$ cat src/sv/rmsd_pkg.sv
// rmsd_pkg: shared widths, codes and the command struct for the running
// mean / standard deviation block. No dependencies.
`default_nettype none
package rmsd_pkg;

  localparam int SAMPLE_W = 16;   // Q8.8 sample, mean and std dev
  localparam int GOAL_W   = 16;
  localparam int SUM_W    = 32;   // signed Q24.8 running sum
  localparam int SQ_W     = 48;   // unsigned Q32.16 running sum of squares
  localparam int STEP_W   = 6;

  localparam logic [STEP_W-1:0] MEAN_STEPS = 6'd32;  // |sum| / count
  localparam logic [STEP_W-1:0] SQ_STEPS   = 6'd48;  // sum_sq / count
  localparam logic [STEP_W-1:0] ROOT_STEPS = 6'd24;  // sqrt of 48-bit variance

  localparam logic signed [SAMPLE_W-1:0] ABORT_BELOW_RESET = 16'sd1280;  // 5.0

  localparam logic [1:0] FUNC_START   = 2'd0;
  localparam logic [1:0] FUNC_SAMPLE  = 2'd1;
  localparam logic [1:0] FUNC_PREEMPT = 2'd2;

  localparam logic [1:0] ST_RUNNING   = 2'd0;
  localparam logic [1:0] ST_SUCCEEDED = 2'd1;
  localparam logic [1:0] ST_ABORTED   = 2'd2;
  localparam logic [1:0] ST_PREEMPTED = 2'd3;

  // command to the shared divide / square-root unit
  typedef struct packed {
    logic              start;
    logic              root;   // 1: square root, 0: divide
    logic [STEP_W-1:0] steps;
  } it_cmd_t;

endpackage
`default_nettype wire

$ cat src/sv/rmsd_if.sv
// rmsd_in_if / rmsd_out_if: valid-ready channels for input and result items.
// Depends on rmsd_pkg.
`default_nettype none
interface rmsd_in_if;
  import rmsd_pkg::*;
  logic                       valid;
  logic                       ready;
  logic [1:0]                 func;
  logic signed [SAMPLE_W-1:0] sample;
  logic [GOAL_W-1:0]          goal_count;
  modport source (output valid, func, sample, goal_count, input ready);
  modport sink   (input valid, func, sample, goal_count, output ready);
endinterface

interface rmsd_out_if;
  import rmsd_pkg::*;
  logic                       valid;
  logic                       ready;
  logic signed [SAMPLE_W-1:0] sample_echo;
  logic [GOAL_W-1:0]          sample_index;
  logic signed [SAMPLE_W-1:0] mean;
  logic [SAMPLE_W-1:0]        std_dev;
  logic [1:0]                 status;
  modport source (output valid, sample_echo, sample_index, mean, std_dev, status,
                  input ready);
  modport sink   (input valid, sample_echo, sample_index, mean, std_dev, status,
                  output ready);
endinterface
`default_nettype wire

$ cat src/sv/rmsd_iter.sv
// rmsd_iter: shared shift / compare / subtract unit, one quotient or root bit
// per cycle (restoring divide or digit-by-digit square root). Uses rmsd_pkg.
`default_nettype none
module rmsd_iter #(
  parameter int DIVISOR_W = 16
) (
  input  logic                       clk,
  input  logic                       rst,
  input  rmsd_pkg::it_cmd_t          cmd,
  input  logic [rmsd_pkg::SQ_W-1:0]  dividend,
  input  logic [DIVISOR_W-1:0]       divisor,
  output logic                       done,
  output logic [rmsd_pkg::SQ_W-1:0]  quot
);
  import rmsd_pkg::*;

  // remainder must hold divisor + 1 bit, and a 25-bit root remainder + 2 bits
  localparam int RW = ((DIVISOR_W > 25) ? DIVISOR_W : 25) + 2;

  logic [RW-1:0]        rem;
  logic [RW-1:0]        shin;
  logic [RW-1:0]        trial;
  logic [RW-1:0]        diff;
  logic                 ge;
  logic [SQ_W-1:0]      num;
  logic [DIVISOR_W-1:0] dvs;
  logic                 root;
  logic [STEP_W-1:0]    cnt;
  logic                 busy;

  always_comb begin
    if (root) begin
      shin  = {rem[RW-3:0], num[SQ_W-1 -: 2]};
      trial = {quot[RW-3:0], 2'b01};
    end else begin
      shin  = {rem[RW-2:0], num[SQ_W-1]};
      trial = RW'(dvs);
    end
    ge   = (shin >= trial);
    diff = shin - trial;
  end

  always_ff @(posedge clk) begin
    if (rst) begin
      busy <= 1'b0;
      done <= 1'b0;
      cnt  <= '0;
    end else begin
      // pulse after the last step
      done <= !cmd.start && busy && (cnt == STEP_W'(1));
      if (cmd.start) begin
        busy <= 1'b1;
        cnt  <= cmd.steps;
      end else if (busy) begin
        cnt <= cnt - 1'b1;
        if (cnt == STEP_W'(1)) begin
          busy <= 1'b0;
        end
      end
    end
  end

  always_ff @(posedge clk) begin
    if (cmd.start) begin
      rem  <= '0;
      quot <= '0;
      num  <= dividend;
      dvs  <= divisor;
      root <= cmd.root;
    end else if (busy) begin
      rem  <= ge ? diff : shin;
      quot <= {quot[SQ_W-2:0], ge};
      num  <= root ? (num << 2) : (num << 1);
    end
  end

endmodule
`default_nettype wire

$ cat src/sv/running_mean_stddev_goal.sv
// running_mean_stddev_goal: running mean and standard deviation over a goal
// of N Q8.8 samples. Depends on rmsd_pkg, rmsd_if.sv and rmsd_iter.
//
// Channels: item (sink) carries func / sample / goal_count; result (source)
// carries sample_echo / sample_index / mean / std_dev / status. Both move an
// item on a clock edge with valid and ready high. cfg_wr_en / cfg_wr_data
// write the abort_below threshold (Q8.8, reset 5.0).
// A start item clears the count and both sums, latches the goal and arms the
// run; it leaves the sequencer idle and gives no result. A sample while armed
// updates the sums, then the shared iterative unit runs three jobs one after
// another: |sum|/count, sum_sq/count and the square root of the variance,
// with sequencing states between them, before the result register is loaded.
// A preempt skips the sum update, and when no sample was taken yet it skips
// the three jobs too and reports zero statistics.
// The shared unit retires one quotient or root bit per cycle. Only one item
// is in work at a time; item.ready is high while the sequencer is idle. The
// result register decouples the sides: a new item is accepted while an older
// result waits, and a finished item waits in the sequencer while the receiver
// stalls.
// Reset (rst, synchronous) disarms the run, zeroes the statistics, empties
// the result register and restores abort_below.
`default_nettype none
module running_mean_stddev_goal #(
  parameter int COUNT_WIDTH = 16
) (
  input  logic                              clk,
  input  logic                              rst,
  rmsd_in_if.sink                           item,
  rmsd_out_if.source                        result,
  input  logic                              cfg_wr_en,
  input  logic signed [rmsd_pkg::SAMPLE_W-1:0] cfg_wr_data
);
  import rmsd_pkg::*;

  localparam int CMP_W = (COUNT_WIDTH > GOAL_W) ? COUNT_WIDTH : GOAL_W;
  localparam logic [COUNT_WIDTH-1:0] COUNT_MAX = {COUNT_WIDTH{1'b1}};

  typedef enum logic [3:0] {
    S_IDLE, S_ACCUM, S_STATS, S_MEAN_WAIT, S_MSQ, S_SQ_WAIT,
    S_ROOT_GO, S_ROOT_WAIT, S_FINISH
  } state_t;

  state_t state;

  // run state
  logic                       active;
  logic [COUNT_WIDTH-1:0]     taken;
  logic signed [SUM_W-1:0]    sum;
  logic [SQ_W-1:0]            sum_sq;
  logic [GOAL_W-1:0]          goal;
  logic signed [SAMPLE_W-1:0] abort_below;

  // per-item working registers
  logic signed [SAMPLE_W-1:0] smp;
  logic                       is_preempt;
  logic signed [SAMPLE_W-1:0] mean_r;
  logic [SAMPLE_W:0]          mean_mag;
  logic [2*SAMPLE_W+1:0]      msq;
  logic [SQ_W-1:0]            var_r;
  logic [SAMPLE_W-1:0]        sd_r;

  // shared unit
  it_cmd_t                    it_cmd;
  logic [SQ_W-1:0]            it_dividend;
  logic                       it_done;
  logic [SQ_W-1:0]            it_quot;
  logic                       it_go;

  // result register
  logic                       out_valid;
  logic                       out_load;
  logic signed [SAMPLE_W-1:0] out_echo;
  logic [GOAL_W-1:0]          out_index;
  logic signed [SAMPLE_W-1:0] out_mean;
  logic [SAMPLE_W-1:0]        out_sd;
  logic [1:0]                 out_status;

  // accumulate path: saturating sum, squared sample, saturating sum of squares
  logic signed [SUM_W:0]      sum_wide;
  logic signed [SUM_W-1:0]    sum_next;
  logic signed [2*SAMPLE_W-1:0] prod;
  logic [SQ_W:0]              sq_wide;
  logic [SQ_W-1:0]            sum_sq_next;

  // stats path
  logic [SUM_W-1:0]           sum_mag;
  logic [SUM_W-1:0]           qm;
  logic [SAMPLE_W:0]          mag_c;
  logic signed [SAMPLE_W-1:0] mean_c;
  logic                       goal_hit;

  always_comb begin
    sum_wide = {sum[SUM_W-1], sum} + (SUM_W+1)'(smp);
    if (sum_wide[SUM_W] != sum_wide[SUM_W-1]) begin
      sum_next = sum_wide[SUM_W] ? {1'b1, {(SUM_W-1){1'b0}}} : {1'b0, {(SUM_W-1){1'b1}}};
    end else begin
      sum_next = sum_wide[SUM_W-1:0];
    end
    prod        = smp * smp;
    sq_wide     = {1'b0, sum_sq} + (SQ_W+1)'(unsigned'(prod));
    sum_sq_next = sq_wide[SQ_W] ? {SQ_W{1'b1}} : sq_wide[SQ_W-1:0];

    sum_mag = sum[SUM_W-1] ? (~sum + 1'b1) : sum;

    // quotient magnitude -> clamped signed mean (truncation toward zero)
    qm = it_quot[SUM_W-1:0];
    if (sum[SUM_W-1]) begin
      mag_c = (qm > SUM_W'(32768)) ? 17'd32768 : qm[SAMPLE_W:0];
    end else begin
      mag_c = (qm > SUM_W'(32767)) ? 17'd32767 : qm[SAMPLE_W:0];
    end
    mean_c = sum[SUM_W-1] ? SAMPLE_W'(17'd0 - mag_c) : mag_c[SAMPLE_W-1:0];

    goal_hit = (CMP_W'(taken) == CMP_W'(goal));

    // start pulse for the shared unit, and result register load
    it_go    = (state == S_STATS && taken != '0) || (state == S_MSQ) ||
               (state == S_ROOT_GO);
    out_load = (state == S_FINISH) && (!out_valid || result.ready);
  end

  assign item.ready = (state == S_IDLE);

  always_ff @(posedge clk) begin
    if (rst) begin
      state       <= S_IDLE;
      active      <= 1'b0;
      taken       <= '0;
      sum         <= '0;
      sum_sq      <= '0;
      goal        <= '0;
      abort_below <= ABORT_BELOW_RESET;
      it_cmd      <= '0;
      out_valid   <= 1'b0;
      is_preempt  <= 1'b0;
    end else begin
      it_cmd.start <= it_go;
      if (cfg_wr_en) begin
        abort_below <= cfg_wr_data;
      end
      out_valid <= out_load || (out_valid && !result.ready);

      unique case (state)
        S_IDLE: begin
          if (item.valid) begin
            if (item.func == FUNC_START) begin
              taken  <= '0;
              sum    <= '0;
              sum_sq <= '0;
              goal   <= item.goal_count;
              active <= 1'b1;
            end else if (active && item.func == FUNC_SAMPLE) begin
              smp        <= item.sample;
              is_preempt <= 1'b0;
              state      <= S_ACCUM;
            end else if (active && item.func == FUNC_PREEMPT) begin
              smp        <= '0;
              is_preempt <= 1'b1;
              active     <= 1'b0;
              state      <= S_STATS;
            end
          end
        end

        S_ACCUM: begin
          if (taken != COUNT_MAX) begin
            taken <= taken + 1'b1;
          end
          sum    <= sum_next;
          sum_sq <= sum_sq_next;
          state  <= S_STATS;
        end

        S_STATS: begin
          if (taken == '0) begin
            // preempt before any sample
            mean_r <= '0;
            sd_r   <= '0;
            state  <= S_FINISH;
          end else begin
            it_cmd.root  <= 1'b0;
            it_cmd.steps <= MEAN_STEPS;
            it_dividend  <= {sum_mag, {(SQ_W-SUM_W){1'b0}}};
            state        <= S_MEAN_WAIT;
          end
        end

        S_MEAN_WAIT: begin
          if (it_done) begin
            mean_r   <= mean_c;
            mean_mag <= mag_c;
            state    <= S_MSQ;
          end
        end

        S_MSQ: begin
          msq          <= mean_mag * mean_mag;
          it_cmd.root  <= 1'b0;
          it_cmd.steps <= SQ_STEPS;
          it_dividend  <= sum_sq;
          state        <= S_SQ_WAIT;
        end

        S_SQ_WAIT: begin
          if (it_done) begin
            // negative variance clamps to zero
            var_r <= (it_quot > SQ_W'(msq)) ? (it_quot - SQ_W'(msq)) : '0;
            state <= S_ROOT_GO;
          end
        end

        S_ROOT_GO: begin
          it_cmd.root  <= 1'b1;
          it_cmd.steps <= ROOT_STEPS;
          it_dividend  <= var_r;
          state        <= S_ROOT_WAIT;
        end

        S_ROOT_WAIT: begin
          if (it_done) begin
            sd_r  <= (|it_quot[23:SAMPLE_W]) ? {SAMPLE_W{1'b1}}
                                             : it_quot[SAMPLE_W-1:0];
            state <= S_FINISH;
          end
        end

        S_FINISH: begin
          // wait for an empty (or draining) result register
          if (out_load) begin
            out_echo  <= smp;
            out_index <= GOAL_W'(CMP_W'(taken));
            out_mean  <= mean_r;
            out_sd    <= sd_r;
            if (is_preempt) begin
              out_status <= ST_PREEMPTED;
            end else if (goal_hit) begin
              out_status <= (mean_r < abort_below) ? ST_ABORTED : ST_SUCCEEDED;
              active     <= 1'b0;
            end else begin
              out_status <= ST_RUNNING;
            end
            state <= S_IDLE;
          end
        end

        default: state <= S_IDLE;
      endcase
    end
  end

  rmsd_iter #(
    .DIVISOR_W (COUNT_WIDTH)
  ) u_iter (
    .clk      (clk),
    .rst      (rst),
    .cmd      (it_cmd),
    .dividend (it_dividend),
    .divisor  (taken),
    .done     (it_done),
    .quot     (it_quot)
  );

  assign result.valid        = out_valid;
  assign result.sample_echo  = out_echo;
  assign result.sample_index = out_index;
  assign result.mean         = out_mean;
  assign result.std_dev      = out_sd;
  assign result.status       = out_status;

  // the unit only reports completion while the sequencer waits for it
  a_done_in_wait: assert property (@(posedge clk) disable iff (rst)
    it_done |-> (state == S_MEAN_WAIT || state == S_SQ_WAIT || state == S_ROOT_WAIT))
    else $error("iterative unit done outside a wait state");

  // a sample always bumps the count, so only a preempt sees an empty run
  a_empty_is_preempt: assert property (@(posedge clk) disable iff (rst)
    (state == S_STATS && taken == '0) |-> is_preempt)
    else $error("statistics requested on an empty run by a sample");

  // an accepted sample on an armed run goes to the accumulate step
  a_sample_accum: assert property (@(posedge clk) disable iff (rst)
    (item.valid && item.ready && active && item.func == FUNC_SAMPLE) |=> state == S_ACCUM)
    else $error("accepted sample did not start accumulation");

endmodule
`default_nettype wire

$ cat src/flat_wrapper.sv
// flat-port wrapper written by rule: the top's interface ports become plain ports
module running_mean_stddev_goal_flat import rmsd_pkg::*;
#(
  parameter int COUNT_WIDTH = 16
)
  (clk, rst, cfg_wr_en, cfg_wr_data, item_valid, item_func, item_sample, item_goal_count, item_ready, result_valid, result_sample_echo, result_sample_index, result_mean, result_std_dev, result_status, result_ready);
  rmsd_in_if item_i ();
  rmsd_out_if result_i ();
  input  logic clk;
  input  logic rst;
  input  logic cfg_wr_en;
  input  logic signed [rmsd_pkg::SAMPLE_W-1:0] cfg_wr_data;
  input wire logic [$bits(item_i.valid)-1:0] item_valid;
  input wire logic [$bits(item_i.func)-1:0] item_func;
  input wire logic [$bits(item_i.sample)-1:0] item_sample;
  input wire logic [$bits(item_i.goal_count)-1:0] item_goal_count;
  output wire logic [$bits(item_i.ready)-1:0] item_ready;
  output wire logic [$bits(result_i.valid)-1:0] result_valid;
  output wire logic [$bits(result_i.sample_echo)-1:0] result_sample_echo;
  output wire logic [$bits(result_i.sample_index)-1:0] result_sample_index;
  output wire logic [$bits(result_i.mean)-1:0] result_mean;
  output wire logic [$bits(result_i.std_dev)-1:0] result_std_dev;
  output wire logic [$bits(result_i.status)-1:0] result_status;
  input wire logic [$bits(result_i.ready)-1:0] result_ready;
  assign item_i.valid = item_valid;
  assign item_i.func = item_func;
  assign item_i.sample = item_sample;
  assign item_i.goal_count = item_goal_count;
  assign item_ready = item_i.ready;
  assign result_valid = result_i.valid;
  assign result_sample_echo = result_i.sample_echo;
  assign result_sample_index = result_i.sample_index;
  assign result_mean = result_i.mean;
  assign result_std_dev = result_i.std_dev;
  assign result_status = result_i.status;
  assign result_i.ready = result_ready;
  running_mean_stddev_goal #(.COUNT_WIDTH(COUNT_WIDTH)) u_core (.clk(clk), .rst(rst), .item(item_i), .result(result_i), .cfg_wr_en(cfg_wr_en), .cfg_wr_data(cfg_wr_data));
endmodule
$ cat config.mk
export PLATFORM = sky130hd
export DESIGN_NAME = running_mean_stddev_goal_flat
export DESIGN_NICKNAME = d
export VERILOG_FILES = /design/src/sv/rmsd_pkg.sv /design/src/sv/rmsd_if.sv /design/src/sv/rmsd_iter.sv /design/src/sv/running_mean_stddev_goal.sv /design/src/flat_wrapper.sv
export SDC_FILE = /design/constraint.sdc
export NUM_CORES = 2
export LEC_CHECK = 0
export BUFFER_PORTS_ARGS = -buffer_cell sky130_fd_sc_hd__clkbuf_2
export CORE_ASPECT_RATIO = 1.2
export CORE_MARGIN = 2
export CORE_UTILIZATION = 45
export CTS_CLUSTER_SIZE = 25
export DETAILED_ROUTE_END_ITERATION = 12
export GPL_ROUTABILITY_DRIVEN = 0
export GPL_TIMING_DRIVEN = 0
export PLACE_DENSITY_LB_ADDON = 0.15
export SLEW_MARGIN = 20
export SYNTH_ARGS = -nofsm -noshare
export SYNTH_HDL_FRONTEND = slang
export SYNTH_SLANG_ARGS = --single-unit
$ cat constraint.sdc
create_clock -name clk -period 8.5 [get_ports clk]
set_input_delay 0 -clock clk [delete_from_list [all_inputs] [get_ports clk]]
set_output_delay 0 -clock clk [all_outputs]
set_load 0.02 [all_outputs]
==> impl_metrics.csv <==
group,metric,value,unit
pwr,totalPowerFinal,13.3,mW
cells_and_area,final_layout_size_suffix_gt1_frac,0.0962,
pwr,cellLeakagePower,23.8,nW
timing,max_slew_margin,0.257,
synth,synth_seq_cells,546,
pwr,vdd.ir_drop.worst,0.373,mV
timing,finalHoldWorstSlack,0.106,ns
grt,vias_in_the_first_global_route,36500,
cells_and_area,post_layout_nonfiller_instances,6707,
setup_path,critPathCaptureType,"flip-flop",
cells_and_area,final_common_cell,"sky130_fd_sc_hd__inv_1",
timing,slew_at_the_pin_closest_to_its_max_slew_limit,1.11,ns
cells_and_area,final_nets,6117,
die,ioPinCount,123,
outcome,run_status,"complete, no violations",
synth,synth_cell_types,91,
place,numPlacedInstances,6455,
grt,number_of_antenna_violations_at_the_first_check_in_global_routing,2,
grt,grt_use_total,0.251,
synth,synth_edf_count,325,
setup_path,reg2reg_depth,33,
job,max-cap-violations,0,
route,vias_per_cell,5.43,
cells_and_area,stdcell_area,53200,um2
grt,global_route_wire_length_before_repair,208000,um
worst_hold_path,instance_count_along_the_most_critical_hold_path,4,
setup_path,timing.rr.end,"u_core.sum_sq[30]$_SDFFE_PP0P_",
route,remaining_routing_drc_violations,0,
synth,synth_sequential_area_ratio,0.303,
timing,report.final.setup_viol,0,
synth,syn_inst,4930,
setup_path,required,9.04,ns
worst_hold_path,hold_path_end,"u_core.abort_below[12]$_SDFFE_PP0P_",
worst_hold_path,min-delay-start,"cfg_wr_data[12]",
route,drt-total-wl,134000,um
setup_path,critical_path_buf_inv_count,9,
setup_path,element_type_at_the_critical_path_start,"flip-flop",
route,vias_after_detailed_routing,36400,
clocking,clkTransAtPathRegs,0.06,ns
grt,grt_overflow,0,
clocking,cts.root.buffer_cell,"sky130_fd_sc_hd__clkbuf_16",
synth,async_flop_share,0,
synth,synth_fa_ha_area_frac,0.277,
timing,finalHoldViolations,0,
clocking,ctsHtreeMaxLevel,2,
place,io_buffers,120,
die,dieArea,107000,um2
setup_path,cpMaxStageDelayCell,"sky130_fd_sc_hd__or4_4",
timing,post-route-min-period,8.26,ns
setup_path,r2r_setup_slack,0.24,ns
synth,synth-simple-area-share,0.134,
route,dr.pass1.iters,5,
grt,pin_count_of_the_biggest_net_entering_global_routing,49,
die,initial_util,0.455,
clocking,clock_latency_at_the_later_pin_of_the_worst_skew_pair,0.68,ns
synth,post_synth_main_area_contributors,"sky130_fd_sc_hd__edfxtp_1, sky130_fd_sc_hd__fa_1, sky130_fd_sc_hd__dfxtp_1",
timing,finClkSkew,0.0740,ns
setup_path,reg2reg_from,"u_core.smp[1]$_SDFFCE_PN0P_",
synth,dominant_combinational_cell_family_by_area_after_synthesis,"adder cells",
route,avgRoutedWirePerCell,20.0,um
pwr,p_per_area,249,nW/um2
die,design.core.area,103000,um2
clocking,maximum_buffer_depth_of_the_clock_tree,3,
clocking,tritoncts,"done",
synth,synth_compound_gate_area_share,0.128,
synth,synth_nets,5765,
place,hpwlAfterDp,106000,um
setup_path,crit_path_max_fanout,9,
place,place_area,49500,um2
die,die-height,358,um
synth,post_synth_mux_area_share,0.0408,
route,postRouteAntennaNets,0,
timing,slew_violations,0,
synth,post_synth_xor_area_fraction,0.0447,
synth,mean_cell_area_of_the_mapped_netlist,9.51,um2
clocking,tritoncts.num_buffers,58,
clocking,numClockSinks,546,
synth,post_synth_instance_area,46900,um2
synth,synth_largest_type_area_fraction,0.208,
setup_path,worst-setup-path-type,"reg -> reg",
timing,layout_worst_path_cycle_share,0.971,
synth,yosysWarnings,0,
setup_path,critical-path-top-delay-family,"adder cells",
timing,fmax,0.121,GHz
die,row_count,129,
cells_and_area,layout.cells.most_common_list,"sky130_fd_sc_hd__inv_1, sky130_fd_sc_hd__nand2_1, sky130_fd_sc_hd__fa_1",
die,die-width,299,um
setup_path,timing.critical_path.slowest_cell_delay,0.58,ns
synth,netlist.top_cell.by_area,"sky130_fd_sc_hd__edfxtp_1",
setup_path,worstPathArrival,8.80,ns
synth,most_used_flip_flop_cell_after_synthesis,"sky130_fd_sc_hd__edfxtp_1",
worst_hold_path,worstHoldPathType,"in -> reg",
cells_and_area,syn_to_final_growth,13.5,%
route,drtIter0Drc,2184,
==> metal layers <==
metal | GRT usage | vias to the layer above | part of all wire
met5 | 0 | - | 0
met4 | 0.124 | 0 | 0.055
met3 | 0.0215 | 275 | 0.041
met2 | 0.445 | 948 | 0.50
met1 | 0.307 | 17900 | 0.40
li1 | - | 17300 | -
==> power by group <==
| part | leakage [nW] | switching, mW | internal, mW |
|---|---|---|---|
| Combinational | 18.2 | 4.33 | 3.49 |
| Clock | 0.905 | 1.13 | 1.39 |
| Sequential | 4.70 | 0.0585 | 2.86 |
| Total | 23.8 | 5.52 | 7.73 |
==> state kept, by name, indices dropped and copies added, names as in the netlist, 17 cells and up <==
register	flops
u_core.it_dividend	48
u_core.mean_mag	17
u_core.msq	33
u_core.sum	32
u_core.sum_sq	48
u_core.u_iter.num	48
u_core.u_iter.quot	48
u_core.u_iter.rem	26
u_core.var_r	48
==> what timing repair did <==
| item | CTS | global route |
|---|---|---|
| pin swaps | 19 | 32 |
| resized for setup | 77 | 104 |
| endpoints found under the setup margin | 48 | 48 |
| setup buffers | 44 | 28 |
| hold endpoints to repair | 55 | 0 |
| hold buffers | 72 | 0 |
==> through the flow <==
| step | worst slack (ns) | util | TNS, ns |
|---|---|---|---|
| 2_1_floorplan | 0.0519 | - | 0 |
| 3_3_place_gp | -1.86 | 0.477 | -268.27 |
| 3_5_place_dp | -1.89 | 0.480 | -81.11 |
| 4_1_cts | 0.0000568 | 0.511 | 0 |
| 5_1_grt | -0.0233 | 0.516 | -0.118 |
| 6_report | 0.244 | 0.516 | 0 |
==> worst max-delay path by stage <==
stage / from / to / slack (ns) / cells after the start
floorplan: u_core.smp[15]$_SDFFCE_PN0P_ / u_core.sum_sq[34]$_SDFFE_PP0P_ / 0.05 / 32
global placement: u_core.smp[1]$_SDFFCE_PN0P_ / u_core.sum_sq[19]$_SDFFE_PP0P_ / -1.86 / 33
detailed placement: u_core.smp[1]$_SDFFCE_PN0P_ / u_core.sum_sq[20]$_SDFFE_PP0P_ / -1.89 / 33
CTS: u_core.smp[1]$_SDFFCE_PN0P_ / u_core.sum_sq[30]$_SDFFE_PP0P_ / 0.00006 / 33
global route: u_core.smp[1]$_SDFFCE_PN0P_ / u_core.sum_sq[30]$_SDFFE_PP0P_ / -0.02 / 33
finish: u_core.smp[1]$_SDFFCE_PN0P_ / u_core.sum_sq[30]$_SDFFE_PP0P_ / 0.24 / 33
==> Yosys cell counts, drive strengths merged, types with 26 or more instances <==
master and number:
and2 126, a21o 89, nor3 84, a211oi 48
dfxtp 221, mux2 34, and3 43, nand3 58
or3 26, fa 432, nand2 481, xnor2 144
edfxtp 325, a21oi 239, nand4 34, inv 680
ha 348, xor2 95, clkbuf 171, a31oi 38
mux2i 153, nor2b 34, nor2 360, o21a 50
buf 32, o21ai 270
==> cell families (layout without fill, tap and decap cells) <==
family                     count (synthesis)  in the layout
DFF                                      546            546
adders and majority gates                780            780
xor gates and xnor gates                 239            239
AOI/OAI and AO/OA                        941            941
muxes                                    187            187
other                                      1              2
buffers and inverters                    886           1287
and+or+nand+nor                         1350           1350
==> cell type report <==
cell class,count,area (um2)
clock inverters,34,320
inverters,681,2570
flip-flops and latches,546,14200
repair buffers,294,2200
fillers,9583,49900
diodes,1,2.50
well taps,1375,1720
multi-input cells,3498,29700
clock buffers,75,1550
plain buffers,203,971
==> worst min-delay path: stages <==
cell and delay (ns):
sky130_fd_sc_hd__dlygate4sd3_1 0.52, sky130_fd_sc_hd__clkbuf_2 0.10, sky130_fd_sc_hd__mux2i_1 0.05, sky130_fd_sc_hd__nor2_1 0.07
Power figures use the tool's default switching activity.
